<file path="src/hw/rtl/cpu_duty_throttle_macros.svh">
// ----------------------------------------------------------------------------
// cpu_duty_throttle assertion macros
// Shared concurrent assertion forms, clocked on clk_i, disabled in reset.
// ----------------------------------------------------------------------------
`ifndef CPU_DUTY_THROTTLE_MACROS_SVH
`define CPU_DUTY_THROTTLE_MACROS_SVH

// Same-cycle implication
`define CDT_ASSERT_IMP(label, ante, cons, msg) \
  label: assert property (@(posedge clk_i) disable iff (!rst_ni) (ante) |-> (cons)) \
    else $error(msg);

// Next-cycle implication
`define CDT_ASSERT_NXT(label, ante, cons, msg) \
  label: assert property (@(posedge clk_i) disable iff (!rst_ni) (ante) |=> (cons)) \
    else $error(msg);

`endif

</file>
<file path="src/hw/rtl/cdt_pkg.sv">
// ----------------------------------------------------------------------------
// cdt_pkg
// Types and constants shared by the duty-cycle throttle modules.
// ----------------------------------------------------------------------------
package cdt_pkg;

  // Opcodes
  localparam logic [1:0] OP_START  = 2'd0;
  localparam logic [1:0] OP_TICK   = 2'd1;
  localparam logic [1:0] OP_REPORT = 2'd2;

  // Configuration register indexes
  localparam logic [1:0] REG_RATION     = 2'd0;
  localparam logic [1:0] REG_CORE_COUNT = 2'd1;
  localparam logic [1:0] REG_SLEEP_CAP  = 2'd2;

  // Configuration reset values
  localparam logic [9:0]  RATION_RST     = 10'd1;
  localparam logic [8:0]  CORE_COUNT_RST = 9'd4;
  localparam logic [23:0] SLEEP_CAP_RST  = 24'd1000000;

  // Thousandths in a full share
  localparam logic [9:0] FULL_SHARE = 10'd1000;

  // Divider operand select
  localparam logic DIV_SCALE = 1'b0;
  localparam logic DIV_SLEEP = 1'b1;

  typedef struct packed {
    logic ld_in;      // capture input transaction
    logic div_start;  // launch divider
    logic div_sel;    // divider operands
    logic ld_busy;    // capture scaled busy time
    logic ld_diff;    // capture elapsed and use
    logic ld_prod;    // capture threshold products
    logic ld_sleep;   // capture sleep from quotient
    logic clr_sleep;  // no sleep this tick
    logic commit;     // update state and load output register
  } cmd_t;

  typedef struct packed {
    logic [1:0] op;
    logic       div_busy;
    logic       div_done;
    logic       need_div;
  } sts_t;

endpackage

</file>
<file path="src/hw/rtl/cdt_divider.sv">
// ----------------------------------------------------------------------------
// cdt_divider
// Restoring divider, two quotient bits per cycle, 10-bit divisor.
// ----------------------------------------------------------------------------
module cdt_divider #(
  parameter int WIDTH = 58
) (
  input  logic             clk_i,
  input  logic             rst_ni,
  input  logic             start_i,
  input  logic [WIDTH-1:0] dividend_i,
  input  logic [9:0]       divisor_i,
  output logic             busy_o,
  output logic             done_o,
  output logic [WIDTH-1:0] quotient_o
);

  localparam int STEPS = WIDTH / 2;
  localparam int CNT_W = $clog2(STEPS + 1);

  logic [WIDTH-1:0] shr_q, shr_d;
  logic [9:0]       rem_q, rem_d;
  logic [9:0]       den_q;
  logic [CNT_W-1:0] cnt_q, cnt_d;
  logic             busy_q, busy_d;
  logic             done_q, done_d;

  logic [10:0] t1, t2;
  logic        ge1, ge2;
  logic [9:0]  r1, r2;

  always_comb begin
    t1 = {rem_q, shr_q[WIDTH-1]};
    ge1 = t1 >= {1'b0, den_q};
    r1 = ge1 ? 10'(t1 - {1'b0, den_q}) : t1[9:0];
    t2 = {r1, shr_q[WIDTH-2]};
    ge2 = t2 >= {1'b0, den_q};
    r2 = ge2 ? 10'(t2 - {1'b0, den_q}) : t2[9:0];
  end

  always_comb begin
    shr_d  = shr_q;
    rem_d  = rem_q;
    cnt_d  = cnt_q;
    busy_d = busy_q;
    done_d = 1'b0;
    if (start_i) begin
      shr_d  = dividend_i;
      rem_d  = '0;
      cnt_d  = CNT_W'(STEPS);
      busy_d = 1'b1;
    end else if (busy_q) begin
      shr_d = {shr_q[WIDTH-3:0], ge1, ge2};
      rem_d = r2;
      cnt_d = cnt_q - 1'b1;
      if (cnt_q == CNT_W'(1)) begin
        busy_d = 1'b0;
        done_d = 1'b1;
      end
    end
  end

  always_ff @(posedge clk_i or negedge rst_ni) begin
    if (!rst_ni) begin
      cnt_q  <= '0;
      busy_q <= 1'b0;
      done_q <= 1'b0;
    end else begin
      cnt_q  <= cnt_d;
      busy_q <= busy_d;
      done_q <= done_d;
    end
  end

  always_ff @(posedge clk_i) begin
    shr_q <= shr_d;
    rem_q <= rem_d;
    if (start_i) begin
      den_q <= divisor_i;
    end
  end

  assign busy_o     = busy_q;
  assign done_o     = done_q;
  assign quotient_o = shr_q;

endmodule

</file>
<file path="src/hw/rtl/cdt_datapath.sv">
// ----------------------------------------------------------------------------
// cdt_datapath
// Configuration, period state, threshold arithmetic and result register.
// ----------------------------------------------------------------------------
module cdt_datapath #(
  parameter int TIME_BITS = 48
) (
  input  logic          clk_i,
  input  logic          rst_ni,
  input  cdt_pkg::cmd_t cmd_i,
  output cdt_pkg::sts_t sts_o,
  input  logic [1:0]    in_op_i,
  input  logic [47:0]   in_wall_i,
  input  logic [47:0]   in_busy_i,
  input  logic          cfg_we_i,
  input  logic [1:0]    cfg_index_i,
  input  logic [23:0]   cfg_data_i,
  output logic [23:0]   out_sleep_o,
  output logic          out_valid_o,
  output logic [47:0]   out_wall_o,
  output logic [47:0]   out_busy_o
);

  localparam int W     = TIME_BITS;
  localparam int PW    = TIME_BITS + 10;
  localparam int RAW_W = (PW > 48) ? PW : 48;
  localparam int DIV_W = RAW_W + (RAW_W % 2);

  // configuration
  logic [9:0]  ration_q;
  logic [8:0]  core_count_q;
  logic [23:0] sleep_cap_q;

  always_ff @(posedge clk_i or negedge rst_ni) begin
    if (!rst_ni) begin
      ration_q     <= cdt_pkg::RATION_RST;
      core_count_q <= cdt_pkg::CORE_COUNT_RST;
      sleep_cap_q  <= cdt_pkg::SLEEP_CAP_RST;
    end else if (cfg_we_i) begin
      case (cfg_index_i)
        cdt_pkg::REG_RATION:     ration_q     <= cfg_data_i[9:0];
        cdt_pkg::REG_CORE_COUNT: core_count_q <= cfg_data_i[8:0];
        cdt_pkg::REG_SLEEP_CAP:  sleep_cap_q  <= cfg_data_i;
        default: ;
      endcase
    end
  end

  logic [9:0] ra_eff;
  logic [9:0] cores_eff;
  logic       throttle_off;

  assign ra_eff       = (ration_q == '0) ? 10'd1 : ration_q;
  assign cores_eff    = (core_count_q == '0) ? 10'd1 : {1'b0, core_count_q};
  assign throttle_off = ration_q >= cdt_pkg::FULL_SHARE;

  // working registers
  logic [1:0]   op_q;
  logic [W-1:0] wall_q;
  logic [47:0]  raw_q;
  logic [W-1:0] busy_q;
  logic [W-1:0] elapsed_q;
  logic [W-1:0] use_q;
  logic [PW-1:0] prod_e_q;
  logic [PW-1:0] prod_u_q;
  logic [23:0]  sleep_q;

  // period state
  logic [W-1:0] pws_q, pbs_q, wall_total_q, busy_total_q;

  // divider
  logic [DIV_W-1:0] div_dividend;
  logic [9:0]       div_divisor;
  logic [DIV_W-1:0] quot;
  logic             div_busy, div_done;

  always_comb begin
    if (cmd_i.div_sel == cdt_pkg::DIV_SLEEP) begin
      div_dividend = DIV_W'(prod_u_q);
      div_divisor  = ra_eff;
    end else begin
      div_dividend = DIV_W'(raw_q);
      div_divisor  = cores_eff;
    end
  end

  cdt_divider #(
    .WIDTH(DIV_W)
  ) u_div (
    .clk_i      (clk_i),
    .rst_ni     (rst_ni),
    .start_i    (cmd_i.div_start),
    .dividend_i (div_dividend),
    .divisor_i  (div_divisor),
    .busy_o     (div_busy),
    .done_o     (div_done),
    .quotient_o (quot)
  );

  // sleep from floor(use*1000/ra); saturate past 64 bits or beyond the cap
  logic [73:0] q_ext;
  logic [73:0] q_diff;
  logic        q_ovf;
  logic [23:0] sleep_calc;

  always_comb begin
    q_ext  = 74'(quot);
    q_ovf  = q_ext[73:64] != '0;
    q_diff = q_ext - 74'(elapsed_q);
    if (q_ovf || (q_diff > 74'(sleep_cap_q))) begin
      sleep_calc = sleep_cap_q;
    end else begin
      sleep_calc = q_diff[23:0];
    end
  end

  always_ff @(posedge clk_i) begin
    if (cmd_i.ld_in) begin
      op_q   <= in_op_i;
      wall_q <= W'(in_wall_i);
      raw_q  <= in_busy_i;
    end
    if (cmd_i.ld_busy) begin
      busy_q <= W'(quot);
    end
    if (cmd_i.ld_diff) begin
      elapsed_q <= wall_q - pws_q;
      use_q     <= busy_q - pbs_q;
    end
    if (cmd_i.ld_prod) begin
      prod_e_q <= PW'(elapsed_q) * PW'(ra_eff);
      prod_u_q <= PW'(use_q) * PW'(cdt_pkg::FULL_SHARE);
    end
    if (cmd_i.ld_sleep) begin
      sleep_q <= sleep_calc;
    end else if (cmd_i.clr_sleep) begin
      sleep_q <= '0;
    end
  end

  // state update and result register
  logic [W-1:0] span;
  assign span = elapsed_q + W'(sleep_q);

  always_ff @(posedge clk_i or negedge rst_ni) begin
    if (!rst_ni) begin
      pws_q        <= '0;
      pbs_q        <= '0;
      wall_total_q <= '0;
      busy_total_q <= '0;
    end else if (cmd_i.commit) begin
      case (op_q)
        cdt_pkg::OP_START: begin
          pws_q        <= wall_q;
          pbs_q        <= busy_q;
          wall_total_q <= '0;
          busy_total_q <= '0;
        end
        cdt_pkg::OP_TICK: begin
          pws_q        <= pws_q + span;
          pbs_q        <= pbs_q + use_q;
          wall_total_q <= wall_total_q + span;
          busy_total_q <= busy_total_q + use_q;
        end
        cdt_pkg::OP_REPORT: begin
          if (wall_total_q != '0) begin
            wall_total_q <= '0;
            busy_total_q <= '0;
          end
        end
        default: ;
      endcase
    end
  end

  logic        report_hit;
  logic [23:0] out_sleep_q;
  logic        out_valid_q;
  logic [47:0] out_wall_q, out_busy_q;

  assign report_hit = (op_q == cdt_pkg::OP_REPORT) && (wall_total_q != '0);

  always_ff @(posedge clk_i) begin
    if (cmd_i.commit) begin
      out_sleep_q <= (op_q == cdt_pkg::OP_TICK) ? sleep_q : '0;
      out_valid_q <= report_hit;
      out_wall_q  <= report_hit ? 48'(wall_total_q) : '0;
      out_busy_q  <= report_hit ? 48'(busy_total_q) : '0;
    end
  end

  assign out_sleep_o = out_sleep_q;
  assign out_valid_o = out_valid_q;
  assign out_wall_o  = out_wall_q;
  assign out_busy_o  = out_busy_q;

  assign sts_o.op       = op_q;
  assign sts_o.div_busy = div_busy;
  assign sts_o.div_done = div_done;
  assign sts_o.need_div = !throttle_off && (prod_u_q > prod_e_q);

endmodule

</file>
<file path="src/hw/rtl/cdt_ctrl.sv">
// ----------------------------------------------------------------------------
// cdt_ctrl
// Sequencer for the throttle: handshakes, divider launches, commit.
// ----------------------------------------------------------------------------
`include "cpu_duty_throttle_macros.svh"

module cdt_ctrl (
  input  logic          clk_i,
  input  logic          rst_ni,
  input  logic          in_valid_i,
  output logic          in_ready_o,
  output logic          out_valid_o,
  input  logic          out_ready_i,
  input  cdt_pkg::sts_t sts_i,
  output cdt_pkg::cmd_t cmd_o
);

  localparam logic [2:0] S_IDLE     = 3'd0;
  localparam logic [2:0] S_DISPATCH = 3'd1;
  localparam logic [2:0] S_SCALE    = 3'd2;
  localparam logic [2:0] S_DIFF     = 3'd3;
  localparam logic [2:0] S_MUL      = 3'd4;
  localparam logic [2:0] S_CMP      = 3'd5;
  localparam logic [2:0] S_SLEEP    = 3'd6;
  localparam logic [2:0] S_OUT      = 3'd7;

  logic [2:0] state_q, state_d;
  logic       out_valid_q, out_valid_d;
  logic       slot_free;

  assign slot_free  = !out_valid_q || out_ready_i;
  assign in_ready_o = (state_q == S_IDLE);

  always_comb begin
    state_d = state_q;
    cmd_o   = '0;
    cmd_o.div_sel = cdt_pkg::DIV_SCALE;
    unique case (state_q)
      S_IDLE: begin
        if (in_valid_i) begin
          cmd_o.ld_in = 1'b1;
          state_d     = S_DISPATCH;
        end
      end
      S_DISPATCH: begin
        case (sts_i.op) inside
          cdt_pkg::OP_START, cdt_pkg::OP_TICK: begin
            cmd_o.div_start = 1'b1;
            state_d         = S_SCALE;
          end
          default: state_d = S_OUT;
        endcase
      end
      S_SCALE: begin
        if (sts_i.div_done) begin
          cmd_o.ld_busy = 1'b1;
          state_d = (sts_i.op == cdt_pkg::OP_TICK) ? S_DIFF : S_OUT;
        end
      end
      S_DIFF: begin
        cmd_o.ld_diff = 1'b1;
        state_d       = S_MUL;
      end
      S_MUL: begin
        cmd_o.ld_prod = 1'b1;
        state_d       = S_CMP;
      end
      S_CMP: begin
        if (sts_i.need_div) begin
          cmd_o.div_start = 1'b1;
          cmd_o.div_sel   = cdt_pkg::DIV_SLEEP;
          state_d         = S_SLEEP;
        end else begin
          cmd_o.clr_sleep = 1'b1;
          state_d         = S_OUT;
        end
      end
      S_SLEEP: begin
        if (sts_i.div_done) begin
          cmd_o.ld_sleep = 1'b1;
          state_d        = S_OUT;
        end
      end
      S_OUT: begin
        // hold until the result register can take the new transaction
        if (slot_free) begin
          cmd_o.commit = 1'b1;
          state_d      = S_IDLE;
        end
      end
      default: state_d = S_IDLE;
    endcase
  end

  always_comb begin
    out_valid_d = out_valid_q;
    if (cmd_o.commit) begin
      out_valid_d = 1'b1;
    end else if (out_ready_i) begin
      out_valid_d = 1'b0;
    end
  end

  always_ff @(posedge clk_i or negedge rst_ni) begin
    if (!rst_ni) begin
      state_q     <= S_IDLE;
      out_valid_q <= 1'b0;
    end else begin
      state_q     <= state_d;
      out_valid_q <= out_valid_d;
    end
  end

  assign out_valid_o = out_valid_q;

  `CDT_ASSERT_IMP(a_commit_slot_free, cmd_o.commit, (!out_valid_q || out_ready_i), "result overwritten while pending")
  `CDT_ASSERT_IMP(a_div_start_idle, cmd_o.div_start, !sts_i.div_busy, "divider launched while busy")
  `CDT_ASSERT_IMP(a_div_done_wait, sts_i.div_done, ((state_q == S_SCALE) || (state_q == S_SLEEP)), "divider finished outside a wait state")
  `CDT_ASSERT_NXT(a_accept_dispatch, (in_valid_i && in_ready_o), (state_q == S_DISPATCH), "accepted transaction not dispatched")

endmodule

</file>
<file path="src/hw/rtl/cpu_duty_throttle.sv">
// ----------------------------------------------------------------------------
// cpu_duty_throttle
// Duty-cycle throttle: start, tick and report opcodes over a stream channel.
// ----------------------------------------------------------------------------
// Usage: each slave transaction carries an opcode in tuser and the wall and
// raw busy times in tdata; each one yields exactly one master transaction.
// Configuration (ration, core_count, sleep_cap) is written through the cfg
// channel, which is always ready; the user must write it only while the block is idle;
// the block itself does not enforce this. Report and unused opcodes go
// straight to the commit; start runs the busy-time scaling division and
// commits; tick runs that division, the elapsed and use differences, the
// threshold products and the compare, then the sleep division when
// throttling applies (else no sleep), and commits. One transaction is in
// work at a time; one divider serves both divisions.
// The result register lets the next transaction be accepted while the last
// result still waits; a stalled receiver holds the sequencer only when a
// second result is ready. Reset clears all period state and totals and loads
// the configuration defaults; no result is pending after reset.
// ----------------------------------------------------------------------------
module cpu_duty_throttle #(
  parameter int TIME_BITS = 48
) (
  input  logic          clk_i,
  input  logic          rst_ni,
  // slave stream
  input  logic          s_axis_tvalid,
  output logic          s_axis_tready,
  input  logic [95:0]   s_axis_tdata,  // wall_time_usec[47:0], busy_time_usec[95:48]
  input  logic [1:0]    s_axis_tuser,  // opcode[1:0]
  // master stream
  output logic          m_axis_tvalid,
  input  logic          m_axis_tready,
  output logic [119:0]  m_axis_tdata,  // sleep_usec[23:0], report_wall_usec[71:24],
                                       // report_busy_usec[119:72]
  output logic [0:0]    m_axis_tuser,  // report_valid[0]
  // configuration write
  input  logic          cfg_valid_i,
  output logic          cfg_ready_o,
  input  logic [1:0]    cfg_index_i,
  input  logic [23:0]   cfg_data_i
);

  cdt_pkg::cmd_t cmd;
  cdt_pkg::sts_t sts;

  logic [23:0] out_sleep;
  logic        out_valid;
  logic [47:0] out_wall, out_busy;

  assign cfg_ready_o = 1'b1;

  cdt_ctrl u_ctrl (
    .clk_i       (clk_i),
    .rst_ni      (rst_ni),
    .in_valid_i  (s_axis_tvalid),
    .in_ready_o  (s_axis_tready),
    .out_valid_o (m_axis_tvalid),
    .out_ready_i (m_axis_tready),
    .sts_i       (sts),
    .cmd_o       (cmd)
  );

  cdt_datapath #(
    .TIME_BITS(TIME_BITS)
  ) u_dp (
    .clk_i       (clk_i),
    .rst_ni      (rst_ni),
    .cmd_i       (cmd),
    .sts_o       (sts),
    .in_op_i     (s_axis_tuser),
    .in_wall_i   (s_axis_tdata[47:0]),
    .in_busy_i   (s_axis_tdata[95:48]),
    .cfg_we_i    (cfg_valid_i && cfg_ready_o),
    .cfg_index_i (cfg_index_i),
    .cfg_data_i  (cfg_data_i),
    .out_sleep_o (out_sleep),
    .out_valid_o (out_valid),
    .out_wall_o  (out_wall),
    .out_busy_o  (out_busy)
  );

  assign m_axis_tdata = {out_busy, out_wall, out_sleep};
  assign m_axis_tuser = out_valid;

endmodule
</file>
<file path="config.mk">
export PLATFORM = sky130hd
export DESIGN_NAME = cpu_duty_throttle
export DESIGN_NICKNAME = d
export VERILOG_FILES = /design/src/hw/rtl/cdt_pkg.sv /design/src/hw/rtl/cdt_divider.sv /design/src/hw/rtl/cdt_datapath.sv /design/src/hw/rtl/cdt_ctrl.sv /design/src/hw/rtl/cpu_duty_throttle.sv
export VERILOG_INCLUDE_DIRS = /design/src /design/src/hw/rtl
export SDC_FILE = /design/constraint.sdc
export NUM_CORES = 2
export LEC_CHECK = 0
export ABC_CLOCK_PERIOD_IN_PS = 13600
export BUFFER_PORTS_ARGS = -buffer_cell sky130_fd_sc_hd__buf_2
export CAP_MARGIN = 10
export CORE_AREA = 2 2 409 411
export CTS_BUF_LIST = sky130_fd_sc_hd__clkbuf_8
export CTS_CLUSTER_DIAMETER = 50
export DETAILED_ROUTE_END_ITERATION = 12
export DIE_AREA = 0 0 411 413
export GPL_TIMING_DRIVEN = 0
export PLACE_DENSITY_LB_ADDON = 0.2
export SYNTH_ARGS = -nofsm -noshare
export SYNTH_HDL_FRONTEND = slang
export SYNTH_SLANG_ARGS = --single-unit
</file>
<file path="constraint.sdc">
create_clock -name clk_i -period 13.6 [get_ports clk_i]
set_input_delay 2.72 -clock clk_i [delete_from_list [all_inputs] [get_ports clk_i]]
set_output_delay 2.72 -clock clk_i [all_outputs]
set_load 0.1 [all_outputs]
</file>
# Word-level counts from Yosys, hierarchy flattened
# Cells that the tools add are included.
[classes] addsub=11 muxes=49 n_mul=2 magnitude_cmp=5 n_eq_ne=17 n_reduce_logical=23
[ops] op="one-hot mux 48 bit (3 select lines)" count=2
[ops] op="adder 48 bit" count=4
[ops] op="one-hot mux 48 bit (2 select lines)" count=2
[ops] op="2-to-1 mux 58 bit" count=3
[ops] op="subtractor 48 bit" count=2
[ops] op="> comparator 74 x 24 -> 1 bit" count=1
[ops] op="2-to-1 mux 24 bit" count=3
[ops] op="subtractor 58 x 48 -> 59 bit" count=1
[ops] op="> comparator 58 bit" count=1
[ops] op="multiplier 48 x 10 -> 58 bit" count=1
[ops] op="multiplier 48 x 7 -> 55 bit (second input constant)" count=1
[ops] op="adder 48 x 24 -> 48 bit" count=1
[ops] op="2-to-1 mux 48 bit" count=1
[ops] op="nonzero test 48 bit" count=1
[ops] op="2-to-1 mux 10 bit" count=4
[ops] op="one-hot mux 3 bit (8 select lines)" count=1
[ops] op="greater-or-equal comparator 11 x 10 -> 1 bit" count=2
[ops] op="2-to-1 mux 1 bit" count=22
[ops] op="subtractor 10 bit" count=2
[ops] op="2-to-1 mux 3 bit" count=6
[ops] op="equality test 3 bit (second input constant)" count=4
[ops] op="greater-or-equal comparator 10 bit (second input constant)" count=1
[ops] op="logical NOT 10 bit" count=1
[ops] op="2-to-1 mux 5 bit" count=2
[ops] op="other kinds (23)" count=38
[totals] inputBits=129 word_cells=135 output_inout_bits=124 regBits=824

# Depth between registers and ports, before layout
[depth] word_depth=7 depth_mapped=30 mapped_depth_nobuf=29

# Cells and area by module
# A second synthesis with hierarchy kept.
[unflattened] cells_unflattened=7628 hier_area_um2=74829.3
[by_module_without_submodules] mod="cdt_datapath" seq_area_each_um2=20906.3 cells_per_inst=7206 area_each_um2=69827.0 n_inst=1
[by_module_without_submodules] mod="cdt_divider" seq_area_each_um2=2417.3 cells_per_inst=378 area_each_um2=4640.7 n_inst=1
[by_module_without_submodules] mod="cdt_ctrl" seq_area_each_um2=100.1 cells_per_inst=42 area_each_um2=350.3 n_inst=1
[by_module_without_submodules] mod="cpu_duty_throttle" seq_area_each_um2=0.0 cells_per_inst=2 area_each_um2=11.3 n_inst=1

# Worst setup path before layout
# No wires, ideal clock.
[synth_path] path_kind="input-to-reg" from="input port m_axis_tready" to="register u_dp.pws_q[38]" stages=7 setup_time_ns=0.137 path_slack_ns=3.990 required_ns=13.463 path_buffers=2 t_arrival_ns=9.472 path_cell_list="nor2b_1 > nor2_1 > nand2_1 > clkbuf_1 > nor2_1 > clkbuf_1 > a21oi_1"
[synth_lines] element="start, declared" line="cpu_duty_throttle.sv:32" rtl="input logic m_axis_tready,"
[synth_lines] element="end signal, assigned" line="cdt_datapath.sv:154" rtl="pws_q <= wall_q;"
[synth_lines] element="end signal, assigned" line="cdt_datapath.sv:160" rtl="pws_q <= pws_q + span;"
[synth_lines] element="end, declared" line="cdt_datapath.sv:69" rtl="logic [W-1:0] pws_q, pbs_q, wall_total_q, busy_total_q;"

# Final worst setup path
[layout_path] from="register u_dp.elapsed_q[12]" to="register u_dp.sleep_q[15] (data pin)"
[layout_between] elab_chain_len=4
[layout_rtl] element="start, declared" line="cdt_datapath.sv:62" rtl="logic [W-1:0] elapsed_q;"
[layout_rtl] element="start signal, assigned" line="cdt_datapath.sv:127" rtl="elapsed_q <= wall_q - pws_q;"
[layout_rtl] element="subtractor 58 x 48 -> 59 bit *" line="cdt_datapath.sv:109" rtl="q_diff = q_ext - 74'(elapsed_q);"
[layout_rtl] element="> comparator 74 x 24 -> 1 bit" line="cdt_datapath.sv:110" rtl="if (q_ovf || (q_diff > 74'(sleep_cap_q))) begin"
[layout_rtl] element="2-to-1 mux 24 bit *" line="cdt_datapath.sv:110"
[layout_rtl] element="2-to-1 mux 24 bit *" line="cdt_datapath.sv:134" rtl="if (cmd_i.ld_sleep) begin"
[layout_rtl] element="end signal, assigned" line="cdt_datapath.sv:135" rtl="sleep_q <= sleep_calc;"
[layout_rtl] element="end, declared" line="cdt_datapath.sv:66" rtl="logic [23:0] sleep_q;"
# Every way passes the cells marked *; elsewhere a longest branch is shown, timed or not.
# A chain may end at the register's enable or synchronous reset.

==> results.md <==
* Clock skew at 70.5 ps
* DRT iter0 DRCs at approximately 5900
* Synth area leader: edfxtp_1
* Cell Area, Synth at 73800 µm²
* Root Buffer: clkbuf_8
* Drt pass-1 iters at 7
* Largest net degree at the start of global routing at 102
* Synth Register Bits at 824
* Number of flops mapped to enable cells by yosys at 568
* Register area share after synthesis at 31.7%
* Cell row count at 150
* Wire per inst at ~24 µm
* Arrival time worst endpoint at between 10000 and 15000 ps
* Port bufs at around 250
* Slew HR at 7.38%
* Yosys warnings at 0
* CP Class: flip-flop to flip-flop
* Synth top area share at a little under a quarter
* Via Count at 59300
* WL final at 251000 µm
* Async SR Flop Fraction at 29.9%
* Post-Synth Simple-Gate Area at 13.0%
* Post-synthesis cell type count at 92
* Dominant synthesized flop cell: edfxtp_1
* Deepest clock path buffer count at 3
* Ranking of synthesized cells by area: edfxtp_1, fa_1, ha_1
* Layout cell share with drive strength beyond 1 at 7.88%
* CP startpoint kind: flip-flop
* Status: complete, no violations
* Final-report max-slew violation count at 0
* P&R area growth vs syn at 11.0%
* Crit end category: flip-flop
* Initial antenna violation count at 28
* Placed cell count at ~10000
* Antenna-violating nets left at 0
* I/O Pins at 253
* Core outline area at around 170000 µm²
* # hold bufs at CTS at 0
* H-tree depth at 4
* Detailed-route DRC error count at 0
* Most frequent cell after synthesis: inv_1
* Syn nets at 8984
* Adder-cell share of the synthesized area at a little over a quarter
* Later-pin clock latency in the skew report at 970 ps
* Worst setup path start: u_dp.elapsed_q[12]
* Mapped Cells at 7632
* Nets at 9421
* Max-cap violations at 0
* Fin crit share at 69.4%
* Reg-to-Reg Start: u_dp.elapsed_q[12]
* Clock slew at reported path FFs at 60 ps
* Setup Total Neg Slack at 0 ps
* R2r setup slk at 4160 ps
* Mean Syn Cell Area at roughly 9.7 µm²
* Crit-path max FO at 10
* First-pass GRT wire length at 371000 µm
* Via density at 5.68
* HPWL Detailed at 206000 µm
* Final hold vios at 0
* DIE WIDTH at 411 µm
* Clk sinks at a little over 800
* Routability cong. at roughly 0.99
* Setup crit end: u_dp.sleep_q[15]
* Starting Density at between 40 and 50%
* Via count of the first global-routing pass at 58500
* Post-synthesis mux area share at 1.58%
* Final std cells w/o fill at between 10000 and 15000
* Synth Area in Compound Gates at 15.7%
* CTS tree: yes
* Die height at between 400 and 500 µm
* Fin util at 49.4%
* Post-cts sizing count at 0
* Post-synthesis xor/xnor area fraction at 5.31%
* GRT overflow at 0
* Min Tclk post-route at 9440 ps
* Worst hold path depth at 2
* Worst r2r path cells at 25
* CTS Buf Count at around 160
* HP Class: flip-flop to flip-flop
* Die area at 170000 µm²
* Worst-Margin Slew at ~1400 ps
* Worst path required time at 14380 ps
* Fmax at about 110 MHz
* Post-CTS setup buffers at 0
* Main combinational cell family by area after synthesis: adder cells
* Worst reg2reg endpoint: u_dp.sleep_q[15]
* Post-synth top cells: inv_1, nand2_1, ha_1
* Gr usage total at 29.5%
* RSZ-0062 raised after global routing: no
* Final setup vio count at 0
## stage by stage
stage	setup WS (ps)	hold WS, ps	area (µm²)
2_1_floorplan	3990	450	73800
3_3_place_gp	-2370	492	77900
3_5_place_dp	4280	499	78300
4_1_cts	4240	508	81900
5_1_grt	4000	527	81900
6_report	4160	504	81900
## layout by cell type, fill, tap and decap left out, types with 36 or more instances in the layout
cell      instances
o211ai_1         36
o21bai_1         61
nand2_1         736
nand4_1          85
inv_1          1004
nor2b_1          69
ha_1            665
a211oi_1         61
edfxtp_1        568
clkbuf_1        255
nor2_1          318
and3_1           41
mux2i_1          55
clkbuf_8        178
a21o_1          265
buf_2           254
mux2_2           55
nor3_1           94
a31oi_1          43
nand2b_1         53
a21oi_1         475
xnor2_1         286
xor2_1          162
nand3_1         103
o21a_1           69
and2_1          348
o221ai_1         49
dfrtp_1         237
o21ai_0         433
a22oi_1          55
fa_1            558
## cells by family after synthesis
| group | after synthesis |
|---|---|
| XOR/XNOR | 448 |
| multiplexers | 110 |
| buffers and inverters | 1232 |
| AND/OR/NAND/NOR | 1982 |
| AO/OA/AOI/OAI | 1812 |
| flip-flops | 824 |
| adder cells (fa/ha/maj) | 1223 |
| other | 1 |
## worst max-delay path: stages, from the launching register on
cell	delay [ps]
edfxtp_1	390
clkbuf_1	520
inv_1	240
ha_1	340
clkbuf_1	290
a21oi_1	190
a21oi_1	170
nor2_1	90
a211oi_1	700
nor2_1	280
xnor2_1	740
ha_1	390
a21o_1	170
nand3_1	80
a21oi_1	70
a2111oi_0	720
nor3_1	380
a2111oi_0	440
or4b_1	540
nor4_1	450
nand4_1	240
nor4_1	530
and4_1	510
buf_2	320
buf_6	210
mux2i_1	260
## worst min path at each step
stage | from | endpoint
floorplan | u_dp.u_div.quotient_o[0] | u_dp.busy_q[0]
global placement | u_dp.u_div.quotient_o[45] | u_dp.busy_q[45]
detailed placement | u_dp.core_count_q[0] | u_dp.core_count_q[0]
CTS | u_dp.u_div.rem_q[4] | u_dp.u_div.rem_q[4]
global route | u_dp.busy_total_q[13] | u_dp.busy_total_q[13]
finish | u_dp.u_div.rem_q[4] | u_dp.u_div.rem_q[4]
## metal layers
layer  track usage (%)  vias up  part of all wire, %
met4              11.2        6                  4.1
met3              6.33      398                  8.7
met5                 0        -                0.014
li1                  -    27300                    -
met1              41.2    29300                   44
met2              44.9     2302                   43
## cell type report
cell class / instances / area, µm²
well taps: 2204 / 2760
repair buffers: 274 / 1670
flip-flops and latches: 824 / 23400
clock buffers: 178 / 2450
multi-input cells: 5576 / 45800
fillers: 15600 / 84000
plain buffers: 269 / 1030
inverters: 963 / 3610
clock inverters: 126 / 1120
diodes: 14 / 35.0
Power is not shown: default switching activity piles up to over one toggle a cycle in this logic, so the estimate is an artifact.
